==> src/rtl/core/cda_pkg.sv <==
// Shared types, constants and the month-length table for the calendar date adder.
// No dependencies; every other file of the block uses this package.
package cda_pkg;

    localparam int YEAR_BITS_DEFAULT = 14;

    // Payload widths of the input and result items.
    localparam int OP_W        = 2;
    localparam int SET_YEAR_W  = 14;
    localparam int MONTH_W     = 4;
    localparam int DAY_W       = 5;
    localparam int AMOUNT_W    = 16;
    localparam int DATE_YEAR_W = 14;

    // The working day holds a full day of month plus the largest amount.
    localparam int WDAY_W = 17;

    localparam int MONTHS_PER_YEAR = 12;
    localparam int LEAP_CYCLE      = 400;
    localparam int CENTURY         = 100;
    localparam int LEAP_EVERY      = 4;
    localparam int FEB_DAYS        = 28;
    localparam int LONG_MONTH_DAYS = 31;
    localparam int FEBRUARY        = 2;

    localparam int RESET_YEAR  = 2000;
    localparam int RESET_MONTH = 1;
    localparam int RESET_DAY   = 1;

    // The remainder register of the divider must hold any value below 400.
    localparam int REM_W = $clog2(LEAP_CYCLE);

    typedef enum logic [OP_W-1:0] {
        OP_SET        = 2'd0,
        OP_ADD_DAYS   = 2'd1,
        OP_ADD_MONTHS = 2'd2,
        OP_ADD_YEARS  = 2'd3
    } t_op;

    typedef enum logic {
        DIV_BY_12  = 1'b0,
        DIV_BY_400 = 1'b1
    } t_div_sel;

    typedef struct packed {
        logic     start;
        t_div_sel sel;
    } t_div_req;

    typedef struct packed {
        logic             done;
        logic [REM_W-1:0] rem;
    } t_div_rsp;

    // Length of a month in a common year; codes outside 1..12 have no days.
    function automatic logic [DAY_W-1:0] month_len(input logic [MONTH_W-1:0] m);
        logic [DAY_W-1:0] len;
        case (m)
            4'd2:                   len = DAY_W'(FEB_DAYS);
            4'd4, 4'd6, 4'd9, 4'd11: len = DAY_W'(LONG_MONTH_DAYS - 1);
            4'd1, 4'd3, 4'd5, 4'd7,
            4'd8, 4'd10, 4'd12:     len = DAY_W'(LONG_MONTH_DAYS);
            default:                len = '0;
        endcase
        return len;
    endfunction

endpackage

==> src/rtl/core/cda_in_if.sv <==
// Input channel of the calendar date adder: valid/ready plus one operation item.
// Depends on cda_pkg for the field widths.
interface cda_in_if;
    logic                            valid;
    logic                            ready;
    logic [cda_pkg::OP_W-1:0]        operation;
    logic [cda_pkg::SET_YEAR_W-1:0]  set_year;
    logic [cda_pkg::MONTH_W-1:0]     set_month;
    logic [cda_pkg::DAY_W-1:0]       set_day;
    logic [cda_pkg::AMOUNT_W-1:0]    amount;

    modport source (
        output valid, operation, set_year, set_month, set_day, amount,
        input  ready
    );
    modport sink (
        input  valid, operation, set_year, set_month, set_day, amount,
        output ready
    );
endinterface

==> src/rtl/core/cda_out_if.sv <==
// Result channel of the calendar date adder: valid/ready plus the current date.
// Depends on cda_pkg for the field widths.
interface cda_out_if;
    logic                             valid;
    logic                             ready;
    logic [cda_pkg::DATE_YEAR_W-1:0]  date_year;
    logic [cda_pkg::MONTH_W-1:0]      date_month;
    logic [cda_pkg::DAY_W-1:0]        date_day;
    logic                             year_overflow;

    modport source (
        output valid, date_year, date_month, date_day, year_overflow,
        input  ready
    );
    modport sink (
        input  valid, date_year, date_month, date_day, year_overflow,
        output ready
    );
endinterface

==> src/rtl/core/cda_div.sv <==
// Shared divider by 12 or 400 built on one reciprocal multiplier; it holds one request at a time.
// Depends on cda_pkg for the request and response structs.
module cda_div #(
    parameter int W = cda_pkg::WDAY_W
) (
    input  logic              i_clk,
    input  logic              i_rst_n,
    input  cda_pkg::t_div_req i_req,
    input  logic [W-1:0]      i_dividend,
    output cda_pkg::t_div_rsp o_rsp,
    output logic [W-1:0]      o_quotient
);
    import cda_pkg::*;

    // With L = ceil(log2 d) and M = ceil(2^(W+L) / d), (x * M) >> (W+L) is the
    // exact quotient for every W-bit x.
    localparam int L12    = $clog2(MONTHS_PER_YEAR);
    localparam int L400   = $clog2(LEAP_CYCLE);
    localparam int MUL_W  = W + 2;
    localparam int PROD_W = W + MUL_W;
    localparam logic [MUL_W-1:0] RECIP_12 =
        MUL_W'(((64'd1 << (W + L12)) + 64'(MONTHS_PER_YEAR - 1)) / 64'(MONTHS_PER_YEAR));
    localparam logic [MUL_W-1:0] RECIP_400 =
        MUL_W'(((64'd1 << (W + L400)) + 64'(LEAP_CYCLE - 1)) / 64'(LEAP_CYCLE));

    logic             r_quo_pend;
    logic             r_rem_pend;
    logic             r_done;
    t_div_sel         r_sel;
    logic [W-1:0]     r_x;
    logic [W-1:0]     r_quo;
    logic [REM_W-1:0] r_rem;

    logic [MUL_W-1:0]  recip;
    logic [PROD_W-1:0] prod;
    logic [PROD_W-1:0] quo_12;
    logic [PROD_W-1:0] quo_400;
    logic [W-1:0]      quo;
    logic [W-1:0]      back;
    logic [W-1:0]      rem_full;

    assign recip   = (r_sel == DIV_BY_400) ? RECIP_400 : RECIP_12;
    assign prod    = {{MUL_W{1'b0}}, r_x} * {{W{1'b0}}, recip};
    assign quo_12  = prod >> (W + L12);
    assign quo_400 = prod >> (W + L400);
    assign quo     = (r_sel == DIV_BY_400) ? quo_400[W-1:0] : quo_12[W-1:0];

    // The remainder is formed from the registered quotient.
    assign back     = (r_sel == DIV_BY_400) ? W'(r_quo * W'(LEAP_CYCLE))
                                            : W'(r_quo * W'(MONTHS_PER_YEAR));
    assign rem_full = r_x - back;

    always_ff @(posedge i_clk) begin
        if (!i_rst_n) begin
            r_quo_pend <= 1'b0;
            r_rem_pend <= 1'b0;
            r_done     <= 1'b0;
        end else begin
            r_quo_pend <= i_req.start;
            r_rem_pend <= r_quo_pend;
            r_done     <= r_rem_pend;
            if (i_req.start) begin
                r_x   <= i_dividend;
                r_sel <= i_req.sel;
            end
            if (r_quo_pend) begin
                r_quo <= quo;
            end
            if (r_rem_pend) begin
                r_rem <= rem_full[REM_W-1:0];
            end
        end
    end

    assign o_rsp.done = r_done;
    assign o_rsp.rem  = r_rem;
    assign o_quotient = r_quo;

endmodule

==> src/rtl/core/calendar_date_adder_top.sv <==
// Calendar date adder top level: date registers, sequencer and result register.
// Depends on cda_pkg, cda_in_if, cda_out_if and cda_div.
//
// The block keeps a Gregorian date (reset value: 1 January 2000). Each item on
// i_in either loads a date, adds days, adds months or adds years; every item
// gives exactly one result item on o_out with the new date and a flag that is
// set when the year wrapped past its range during that item.
// One item is worked on at a time; i_in.ready is high only while the sequencer
// is idle. Set date and add years go straight to the result register; add months
// passes through the divider only when the month carries; add days passes through
// the divider and then walks month by month. The day walk subtracts one month
// length per cycle. The shared divider by 12 or 400 (a reciprocal multiply)
// finds the year modulo 400 at the start of a day walk and splits a month total
// into years and months. i_in.ready rises with o_out.valid.
// The result waits in an output register; while the receiver stalls, a
// finished item holds the sequencer and no new item is accepted.
// Reset is synchronous and active low and restores the reset date.
module calendar_date_adder_top #(
    parameter int YEAR_BITS = cda_pkg::YEAR_BITS_DEFAULT
) (
    input  logic      i_clk,
    input  logic      i_rst_n,
    cda_in_if.sink    i_in,
    cda_out_if.source o_out
);
    import cda_pkg::*;

    localparam int DIV_W = (YEAR_BITS > WDAY_W) ? YEAR_BITS : WDAY_W;
    localparam int ADD_W = DIV_W + 1;

    typedef enum logic [1:0] {
        S_IDLE,
        S_DIV,
        S_WALK,
        S_DONE
    } t_state;

    t_state                 r_state;
    t_op                    r_op;
    logic [YEAR_BITS-1:0]   r_year;
    logic [MONTH_W-1:0]     r_month;
    logic [WDAY_W-1:0]      r_wday;
    logic [REM_W-1:0]       r_y400;
    logic                   r_wrap;
    logic                   r_out_valid;
    logic [DATE_YEAR_W-1:0] r_out_year;
    logic [MONTH_W-1:0]     r_out_month;
    logic [DAY_W-1:0]       r_out_day;
    logic                   r_out_ovf;

    t_op                              in_op;
    logic                             accept;
    logic [WDAY_W-1:0]                mon_total;
    logic                             mon_carry;
    logic [ADD_W-1:0]                 year_wide;
    logic [ADD_W-1:0]                 mon_wide;
    logic [ADD_W-1:0]                 addend;
    logic [ADD_W-1:0]                 year_sum;
    logic [YEAR_BITS-1:0]             year_next;
    logic                             year_ovf;
    logic [YEAR_BITS+SET_YEAR_W-1:0]  set_wide;
    logic [YEAR_BITS+DATE_YEAR_W-1:0] out_wide;
    logic                             leap;
    logic [DAY_W-1:0]                 mlen;
    logic                             walk_more;
    logic                             month_wraps;
    logic [MONTH_W-1:0]               month_step;
    t_div_req                         div_req;
    t_div_rsp                         div_rsp;
    logic [DIV_W-1:0]                 div_dividend;
    logic [DIV_W-1:0]                 div_quotient;

    assign in_op      = t_op'(i_in.operation);
    assign i_in.ready = (r_state == S_IDLE);
    assign accept     = i_in.valid && i_in.ready;

    assign mon_total = {{(WDAY_W - MONTH_W){1'b0}}, r_month}
                     + {{(WDAY_W - AMOUNT_W){1'b0}}, i_in.amount};
    assign mon_carry = mon_total > WDAY_W'(MONTHS_PER_YEAR);

    assign year_wide = {{(ADD_W - YEAR_BITS){1'b0}}, r_year};
    assign mon_wide  = {{(ADD_W - WDAY_W){1'b0}}, mon_total - WDAY_W'(1)};
    assign set_wide  = {{YEAR_BITS{1'b0}}, i_in.set_year};
    assign out_wide  = {{DATE_YEAR_W{1'b0}}, r_year};

    // One year adder serves add years, the month carry and the day walk.
    always_comb begin
        unique case (r_state)
            S_IDLE:  addend = {{(ADD_W - AMOUNT_W){1'b0}}, i_in.amount};
            S_DIV:   addend = {1'b0, div_quotient};
            default: addend = ADD_W'(1);
        endcase
    end

    assign year_sum  = year_wide + addend;
    assign year_next = year_sum[YEAR_BITS-1:0];
    assign year_ovf  = |year_sum[ADD_W-1:YEAR_BITS];

    // Since 4 and 100 divide 400, the year modulo 400 settles the leap rules.
    assign leap = (r_y400[1:0] == 2'(LEAP_EVERY))
               && (r_y400 != REM_W'(CENTURY))
               && (r_y400 != REM_W'(2 * CENTURY))
               && (r_y400 != REM_W'(3 * CENTURY));

    assign mlen = month_len(r_month)
                + DAY_W'((r_month == MONTH_W'(FEBRUARY)) && leap);
    assign walk_more   = r_wday > {{(WDAY_W - DAY_W){1'b0}}, mlen};
    assign month_wraps = r_month >= MONTH_W'(MONTHS_PER_YEAR);
    assign month_step  = month_wraps ? r_month - MONTH_W'(MONTHS_PER_YEAR - 1)
                                     : r_month + MONTH_W'(1);

    assign div_req.start = accept
                        && ((in_op == OP_ADD_DAYS) || ((in_op == OP_ADD_MONTHS) && mon_carry));
    assign div_req.sel   = (in_op == OP_ADD_DAYS) ? DIV_BY_400 : DIV_BY_12;
    assign div_dividend  = (in_op == OP_ADD_DAYS) ? year_wide[DIV_W-1:0]
                                                  : mon_wide[DIV_W-1:0];

    cda_div #(
        .W (DIV_W)
    ) u_div (
        .i_clk      (i_clk),
        .i_rst_n    (i_rst_n),
        .i_req      (div_req),
        .i_dividend (div_dividend),
        .o_rsp      (div_rsp),
        .o_quotient (div_quotient)
    );

    always_ff @(posedge i_clk) begin
        if (!i_rst_n) begin
            r_state     <= S_IDLE;
            r_op        <= OP_SET;
            r_year      <= YEAR_BITS'(RESET_YEAR);
            r_month     <= MONTH_W'(RESET_MONTH);
            r_wday      <= WDAY_W'(RESET_DAY);
            r_wrap      <= 1'b0;
            r_out_valid <= 1'b0;
        end else begin
            // In S_DONE the result register is reloaded, which also retires a taken result.
            if (o_out.ready && (r_state != S_DONE)) begin
                r_out_valid <= 1'b0;
            end
            unique case (r_state)
                S_IDLE: begin
                    if (accept) begin
                        r_op   <= in_op;
                        r_wrap <= 1'b0;
                        unique case (in_op)
                            OP_SET: begin
                                r_year  <= set_wide[YEAR_BITS-1:0];
                                r_month <= i_in.set_month;
                                r_wday  <= {{(WDAY_W - DAY_W){1'b0}}, i_in.set_day};
                                r_state <= S_DONE;
                            end
                            OP_ADD_DAYS: begin
                                r_wday  <= r_wday + {{(WDAY_W - AMOUNT_W){1'b0}}, i_in.amount};
                                r_state <= S_DIV;
                            end
                            OP_ADD_MONTHS: begin
                                if (mon_carry) begin
                                    r_state <= S_DIV;
                                end else begin
                                    r_month <= mon_total[MONTH_W-1:0];
                                    r_state <= S_DONE;
                                end
                            end
                            OP_ADD_YEARS: begin
                                r_year  <= year_next;
                                r_wrap  <= year_ovf;
                                r_state <= S_DONE;
                            end
                        endcase
                    end
                end
                S_DIV: begin
                    if (div_rsp.done) begin
                        if (r_op == OP_ADD_DAYS) begin
                            r_y400  <= div_rsp.rem;
                            r_state <= S_WALK;
                        end else begin
                            r_year  <= year_next;
                            r_wrap  <= year_ovf;
                            r_month <= div_rsp.rem[MONTH_W-1:0] + MONTH_W'(1);
                            r_state <= S_DONE;
                        end
                    end
                end
                S_WALK: begin
                    if (walk_more) begin
                        r_wday  <= r_wday - {{(WDAY_W - DAY_W){1'b0}}, mlen};
                        r_month <= month_step;
                        if (month_wraps) begin
                            r_year <= year_next;
                            // A wrapped year restarts at zero, which is also 0 mod 400.
                            if (year_ovf || (r_y400 == REM_W'(LEAP_CYCLE - 1))) begin
                                r_y400 <= '0;
                            end else begin
                                r_y400 <= r_y400 + REM_W'(1);
                            end
                            if (year_ovf) begin
                                r_wrap <= 1'b1;
                            end
                        end
                    end else begin
                        r_state <= S_DONE;
                    end
                end
                S_DONE: begin
                    if (!r_out_valid || o_out.ready) begin
                        r_out_valid <= 1'b1;
                        r_out_year  <= out_wide[DATE_YEAR_W-1:0];
                        r_out_month <= r_month;
                        r_out_day   <= r_wday[DAY_W-1:0];
                        r_out_ovf   <= r_wrap;
                        r_state     <= S_IDLE;
                    end
                end
            endcase
        end
    end

    assign o_out.valid         = r_out_valid;
    assign o_out.date_year     = r_out_year;
    assign o_out.date_month    = r_out_month;
    assign o_out.date_day      = r_out_day;
    assign o_out.year_overflow = r_out_ovf;

endmodule

==> src/flat_wrapper.sv <==
// flat-port wrapper written by rule: the top's interface ports become plain ports
module calendar_date_adder_top_flat import cda_pkg::*;
#(
    parameter int YEAR_BITS = cda_pkg::YEAR_BITS_DEFAULT
)
  (i_clk, i_rst_n, i_in_valid, i_in_operation, i_in_set_year, i_in_set_month, i_in_set_day, i_in_amount, i_in_ready, o_out_valid, o_out_date_year, o_out_date_month, o_out_date_day, o_out_year_overflow, o_out_ready);
  cda_in_if i_in_i ();
  cda_out_if o_out_i ();
  input  logic i_clk;
  input  logic i_rst_n;
  input wire logic [$bits(i_in_i.valid)-1:0] i_in_valid;
  input wire logic [$bits(i_in_i.operation)-1:0] i_in_operation;
  input wire logic [$bits(i_in_i.set_year)-1:0] i_in_set_year;
  input wire logic [$bits(i_in_i.set_month)-1:0] i_in_set_month;
  input wire logic [$bits(i_in_i.set_day)-1:0] i_in_set_day;
  input wire logic [$bits(i_in_i.amount)-1:0] i_in_amount;
  output wire logic [$bits(i_in_i.ready)-1:0] i_in_ready;
  output wire logic [$bits(o_out_i.valid)-1:0] o_out_valid;
  output wire logic [$bits(o_out_i.date_year)-1:0] o_out_date_year;
  output wire logic [$bits(o_out_i.date_month)-1:0] o_out_date_month;
  output wire logic [$bits(o_out_i.date_day)-1:0] o_out_date_day;
  output wire logic [$bits(o_out_i.year_overflow)-1:0] o_out_year_overflow;
  input wire logic [$bits(o_out_i.ready)-1:0] o_out_ready;
  assign i_in_i.valid = i_in_valid;
  assign i_in_i.operation = i_in_operation;
  assign i_in_i.set_year = i_in_set_year;
  assign i_in_i.set_month = i_in_set_month;
  assign i_in_i.set_day = i_in_set_day;
  assign i_in_i.amount = i_in_amount;
  assign i_in_ready = i_in_i.ready;
  assign o_out_valid = o_out_i.valid;
  assign o_out_date_year = o_out_i.date_year;
  assign o_out_date_month = o_out_i.date_month;
  assign o_out_date_day = o_out_i.date_day;
  assign o_out_year_overflow = o_out_i.year_overflow;
  assign o_out_i.ready = o_out_ready;
  calendar_date_adder_top #(.YEAR_BITS(YEAR_BITS)) u_core (.i_clk(i_clk), .i_rst_n(i_rst_n), .i_in(i_in_i), .o_out(o_out_i));
endmodule
==> config.mk <==
export PLATFORM = sky130hd
export DESIGN_NAME = calendar_date_adder_top_flat
export DESIGN_NICKNAME = d
export VERILOG_FILES = /design/src/rtl/core/cda_pkg.sv /design/src/rtl/core/cda_in_if.sv /design/src/rtl/core/cda_out_if.sv /design/src/rtl/core/cda_div.sv /design/src/rtl/core/calendar_date_adder_top.sv /design/src/flat_wrapper.sv
export SDC_FILE = /design/constraint.sdc
export NUM_CORES = 1
export LEC_CHECK = 0
export ABC_AREA = 1
export BUFFER_PORTS_ARGS = -buffer_cell sky130_fd_sc_hd__buf_4
export CAP_MARGIN = 30
export CORE_AREA = 4 4 258 260
export DETAILED_ROUTE_END_ITERATION = 8
export DIE_AREA = 0 0 262 264
export SLEW_MARGIN = 20
export SYNTH_ARGS = -nofsm -noshare
export SYNTH_HDL_FRONTEND = slang
export SYNTH_SLANG_ARGS = --single-unit
==> constraint.sdc <==
create_clock -name i_clk -period 11.98 [get_ports i_clk]
set_clock_uncertainty 0.1 [all_clocks]
set_input_delay 0 -clock i_clk [delete_from_list [all_inputs] [get_ports i_clk]]
set_output_delay 0 -clock i_clk [all_outputs]
set_load 0.01 [all_outputs]
* Yosys cells after proc, flatten, opt, wreduce, memory -nomap -nowiden *
Memories as Yosys holds them, arrays and structs flattened. A register that Yosys moved wholly into a read port is not among the register bits.
Cells that the tools add are included.

operators by class
  add/sub/neg operators = 11
  $lt $le $gt $ge = 3
  eq/ne operators = 26
  multipliers = 3
  mux-type cells = 52
  reduce and logical (&&, ||, !) cells = 31

operators with widths
  cell                     count
  $pmux W17 S2             3
  $mux W14                 7
  $mux W9                  6
  $pmux W14 S3             1
  $mul A17 B18 Y35         1
  $mux W17                 2
  $mux W4                  8
  $pmux W14 S2             1
  $reduce_and A7 Y1        3
  $add A14 B17 Y18         1
  $pmux W9 S2              1
  $add A17 B16 Y17         1
  $add A4 B16 Y17          1
  $gt A17 B4 Y1 const B    1
  $gt A17 B5 Y1            1
  $mul A17 B2 Y7 const B   1
  $mul A17 B5 Y5 const B   1
  $sub A17 B1 Y17 const B  1
  $sub A17 B5 Y17          1
  $mux W1                  12
  $ne A3 B3 Y1 const B     4
  $pmux W4 S3              1
  $mux W10                 1
  $mux W2                  5
  31 further kinds         61

storage, ports and cells
  flip-flop bits (word level) = 120
  memories = 1
  input bits = 45
  word-level logic and storage cells = 148
  memory bits (read-only) = 80

memory list
  memory            words  width  rd ports  clocked after memory_dff  wr ports  RTL line       text
  (name not given)  16     5      1         1                         0         cda_pkg.sv:58  case (m)

* Longest topological paths before layout *
  depth in word-level cells = 11
  gate-level depth with buffers = 30

* Cells and area by module *
A second synthesis with hierarchy kept.

unflattened totals
  cell total of the unflattened synthesis = 2,200
  area, all modules = 16,839.9 um^2

by module, submodules not included
  module                   cells each  area each (um^2)  instances
  cda_div                  1,149       9,760.6           1
  calendar_date_adder_top  1,051       7,079.3           1

* Least setup slack after synthesis *
No wires, ideal clock.

  path type = reg-to-reg
  start = register u_core.u_div.r_sel
  end = register u_core.u_div.r_quo[6] (netlist: u_core.u_div.o_quotient[6]), data pin
  stages on the path, launching flop included = 25
  buffers on the path = 3
  setup slack = 5.724 ns
  arrival time = 5.892 ns
  period minus slack after synthesis = 6.256 ns
  path through = edfxtp_1 -> clkbuf_1 -> clkbuf_1 -> buf_1 -> nand2_1 -> fa_1 -> fa_1 -> inv_1 -> fa_1 -> inv_1 -> fa_1 -> inv_1 -> fa_1 -> inv_1 -> fa_1 -> inv_1 -> ha_1 -> nand2_1 -> nor4_1 -> nand2_1 -> o211ai_1 -> nand3_1 -> nand2_1 -> xor2_1 -> o21ai_0

between the ends
  cells in the longest elaborated chain, start to end = 3

ends and longest elaborated chain
  item                      RTL line       text
  start: declaration        cda_div.sv:29  t_div_sel r_sel;
  start signal: assignment  cda_div.sv:64  r_sel <= i_req.sel;
  $mux W14                  cda_div.sv:42  assign recip = (r_sel == DIV_BY_400) ? RECIP_400 : RECIP_12;
  $mul A17 B18 Y35          cda_div.sv:43  assign prod = {{MUL_W{1'b0}}, r_x} * {{W{1'b0}}, recip};
  $mux W10 *                cda_div.sv:46  assign quo = (r_sel == DIV_BY_400) ? quo_400[W-1:0] : quo_12[W-1:0];
  via u_core.u_div.quo[6]   cda_div.sv:38  logic [W-1:0] quo;
  end signal: assignment    cda_div.sv:67  r_quo <= quo;
  end: declaration          cda_div.sv:31  logic [W-1:0] r_quo;

The timed path passes the listed nets; every way through them passes the cells marked *.
A chain may end at the register's enable or synchronous reset.

* Worst setup path after layout *
  start = register u_core.u_div.r_sel
  end = register u_core.u_div.r_quo[7] (netlist: u_core.u_div.o_quotient[7]), data pin

Same word-level chain as after synthesis.

==> results_dict.tcl <==
set metrics [dict create \
    drv_cap 0 \
    utilization 0.288 \
    initial_core_util 0.249 \
    cts.htree.levels 4 \
    ys_seq_area_frac 0.198 \
    post_dp_cell_area_um2 17500 \
    post-dp-hpwl_um 37400 \
    cp_data_arrival_time_ps 6730 \
    grt_pass1_wl_um 72200 \
    nNetsFinal 2521 \
    core_um2 64100 \
    layout-drive-gt1-share 0.0739 \
    min_path_type "in2reg" \
    pre_cts_ws_ps 5350 \
    synth_area_per_cell_um2 7.98 \
    drtAntennaViolNets 0 \
    finalSetupViolCount 0 \
    ys_ff_latch 121 \
    ys_async_sr_fraction 0 \
    grt_max_degree 70 \
    status "complete, no violations" \
    worstSetupStartpointType "flop" \
    min_period_over_period 0.555 \
    relSlewSlack 0.434 \
    clk_transition_reported_paths_ps 60 \
    via_count 13300 \
    fillers 6874 \
    die_h_um 264 \
    endpoint_kind "flop" \
    antenna_found_initial 0 \
    fmax_mhz 150 \
    hold_viol_final 0 \
    dr.first_iter.drc_count 981 \
    synth-simple-area-share 0.167 \
    cts_made_buffers 17 \
    synth_edf_count 74 \
    synth_fa_ha_area_frac 0.373 \
    multi_input_area_um2 11000 \
    final-max-slew-violation-count 0 \
    path_max_fanout 69 \
    cts_sinks 121 \
    cts_setup_buffers 0 \
    dr.pass1.iters 6 \
    rsz0062_at_grt "false" \
    cts_buffer_depth 2 \
    cts_tree "done" \
    cpMostUsedCell "inv_1" \
    n_antenna_cell 0 \
    overflow 0 \
    synthesis.area_um2 16000 \
    required_ps 12060 \
    post-route-min-period_ps 6650 \
    critPathBufInv 8 \
    area.sequential_um2 3160 \
    postLayoutSetupSlackWorst_ps 5330 \
    die_w_um 262 \
    place.gp.congestion 0.924 \
    cpLargestDelayFamily "adder cells" \
    dieArea_um2 69200 \
    synth_compound_area_frac 0.125 \
    synthCells 2000 \
    wl_per_cell_um 15.1 \
    synth_top_family_by_area "adder cells" \
    synth-main-ff-cell "edfxtp_1" \
    synthMuxAreaShare 0 \
    grt_pass1_vias 13200 \
    ioPinCount 71 \
    port_buffers 70 \
    syn_nets 2423 \
    setup.worst_path.class "reg2reg" \
    rows 93 \
    finalWirelength_um 44900 \
    via_per_inst 4.48 \
    setup_tns_ps 0 \
    clkLatencyLatePin_ps 430 \
    slowest_delay_ps 550 \
    syn2layout_area_growth_pct 15.7 \
    tightest_slew_ps 844 \
    synth_xor_area_frac 0.0252 \
    ys_types 51 \
    stdcell_area_um2 18500 \
    yosysWarnings 0 \
    crit_path_top_delay_cell "buf_4" \
    drc 0 \
    cts_root_buf "clkbuf_16" \
    grt_use_total 0.132 \
]
==> state kept, by name, summed over array words and instances, names as in the netlist, 2 cells and up, named ones only <==
name / cells
u_core.r_wday: 17
u_core.u_div.r_rem: 9
u_core.o_out.date_month: 4
u_core.o_out.date_year: 14
u_core.r_year: 14
u_core.u_div.r_x: 17
u_core.u_div.o_quotient: 14
u_core.r_state: 2
u_core.r_month: 4
u_core.r_op: 2
u_core.o_out.date_day: 5
u_core.r_y400: 9
==> metrics by stage <==
step	hold slack, ps	instances
global route	64.3	2966
CTS	30.0	2966
detailed placement	184	2894
global placement	179	2894
floorplan	45.1	2000
finish	51.9	2966
==> area by class of cell <==
type,instances,share of cell area
clock buffers,18,0.0232
clock inverters,14,0.00793
inverters,429,0.0872
multi-input cells,1407,0.597
flip-flops and latches,121,0.171
well taps,855,0.0579
repair buffers,122,0.0550
==> cell usage in the layout (no fill, tap or decap), types with 4 or more instances in the layout <==
master / instances
inv_1: 421
nand2_1: 326
ha_1: 215
fa_1: 163
nor2_1: 140
o21ai_0: 140
a21oi_1: 136
buf_4: 82
nand3_1: 81
edfxtp_1: 74
dfxtp_1: 47
dlygate4sd3_1: 40
xor2_1: 31
nor3_1: 17
clkbuf_16: 17
a31oi_1: 16
xnor2_1: 15
nand4_1: 12
nand2_2: 12
o211ai_1: 11
a211oi_1: 9
a21o_1: 8
or2_2: 7
o21a_1: 7
o22ai_1: 6
inv_2: 6
nand3_2: 5
nand3b_1: 5
nor2_2: 4
nor2_4: 4
clkinv_1: 4
o31ai_1: 4
o21bai_1: 4
clkinvlp_4: 4
==> final timing paths <==
check | startpoint | slack (ps) | depth (start not counted) | end
min | i_in_amount[15] | 50 | 4 | u_core.u_div.r_x[15]
min reg2reg | u_core.u_div.r_rem_pend | 350 | 2 | u_core.u_div.r_done
max reg2reg | u_core.u_div.r_sel | 5330 | 25 | u_core.u_div.o_quotient[7]
max | u_core.u_div.r_sel | 5330 | 25 | u_core.u_div.o_quotient[7]
==> cell usage after synthesis (5+ instances only) <==
master	n	area (µm²)
o21a_1	7	52.6
a31oi_1	16	100
nand2_2	12	75.1
inv_1	421	1580
nor2_1	140	526
o21ai_0	140	701
nand3_2	5	50.1
fa_1	163	3260
ha_1	215	2690
clkbuf_1	39	146
nor3_1	19	95.1
a21oi_1	136	681
xor2_1	31	272
or2_2	7	43.8
a211oi_1	9	67.6
nand2_1	326	1220
nand3b_1	5	37.5
dfxtp_1	47	941
inv_2	6	22.5
nand3_1	81	405
xnor2_1	15	131
o22ai_1	6	37.5
a21o_1	8	60.1
o211ai_1	11	82.6
nand4_1	12	75.1
edfxtp_1	74	2220
==> logic make-up (layout without fill, tap and decap cells) <==
kind of cell	Yosys count	count (layout)
adder cells (fa/ha/maj)	378	378
other	1	1
AND/OR/NAND/NOR	621	621
AO/OA/AOI/OAI	361	361
flip-flops	121	121
buffers and inverters	472	583
XOR/XNOR	46	46
==> what timing repair did <==
action | CTS | global route
hold endpoints to repair | 38 | 0
hold buffers | 40 | 0
gates resized for setup | 0 | 0
==> routing by layer <==
| layer | vias up | GRT usage | routed length, µm |
|---|---|---|---|
| li1 | 6646 | - | - |
| met1 | 6251 | 0.187 | 21200 |
| met2 | 340 | 0.207 | 20000 |
| met3 | 60 | 0.0255 | 2690 |
| met4 | 0 | 0.0309 | 909 |
| met5 | - | 0 | 0 |
==> worst min-delay path, cell delays in order <==
cell and delay, ps:
buf_4 120, nand3_1 80, nand2_1 120, a21oi_1 80
Power is not shown: default switching activity piles up to over one toggle a cycle in this logic, so the estimate is an artifact.
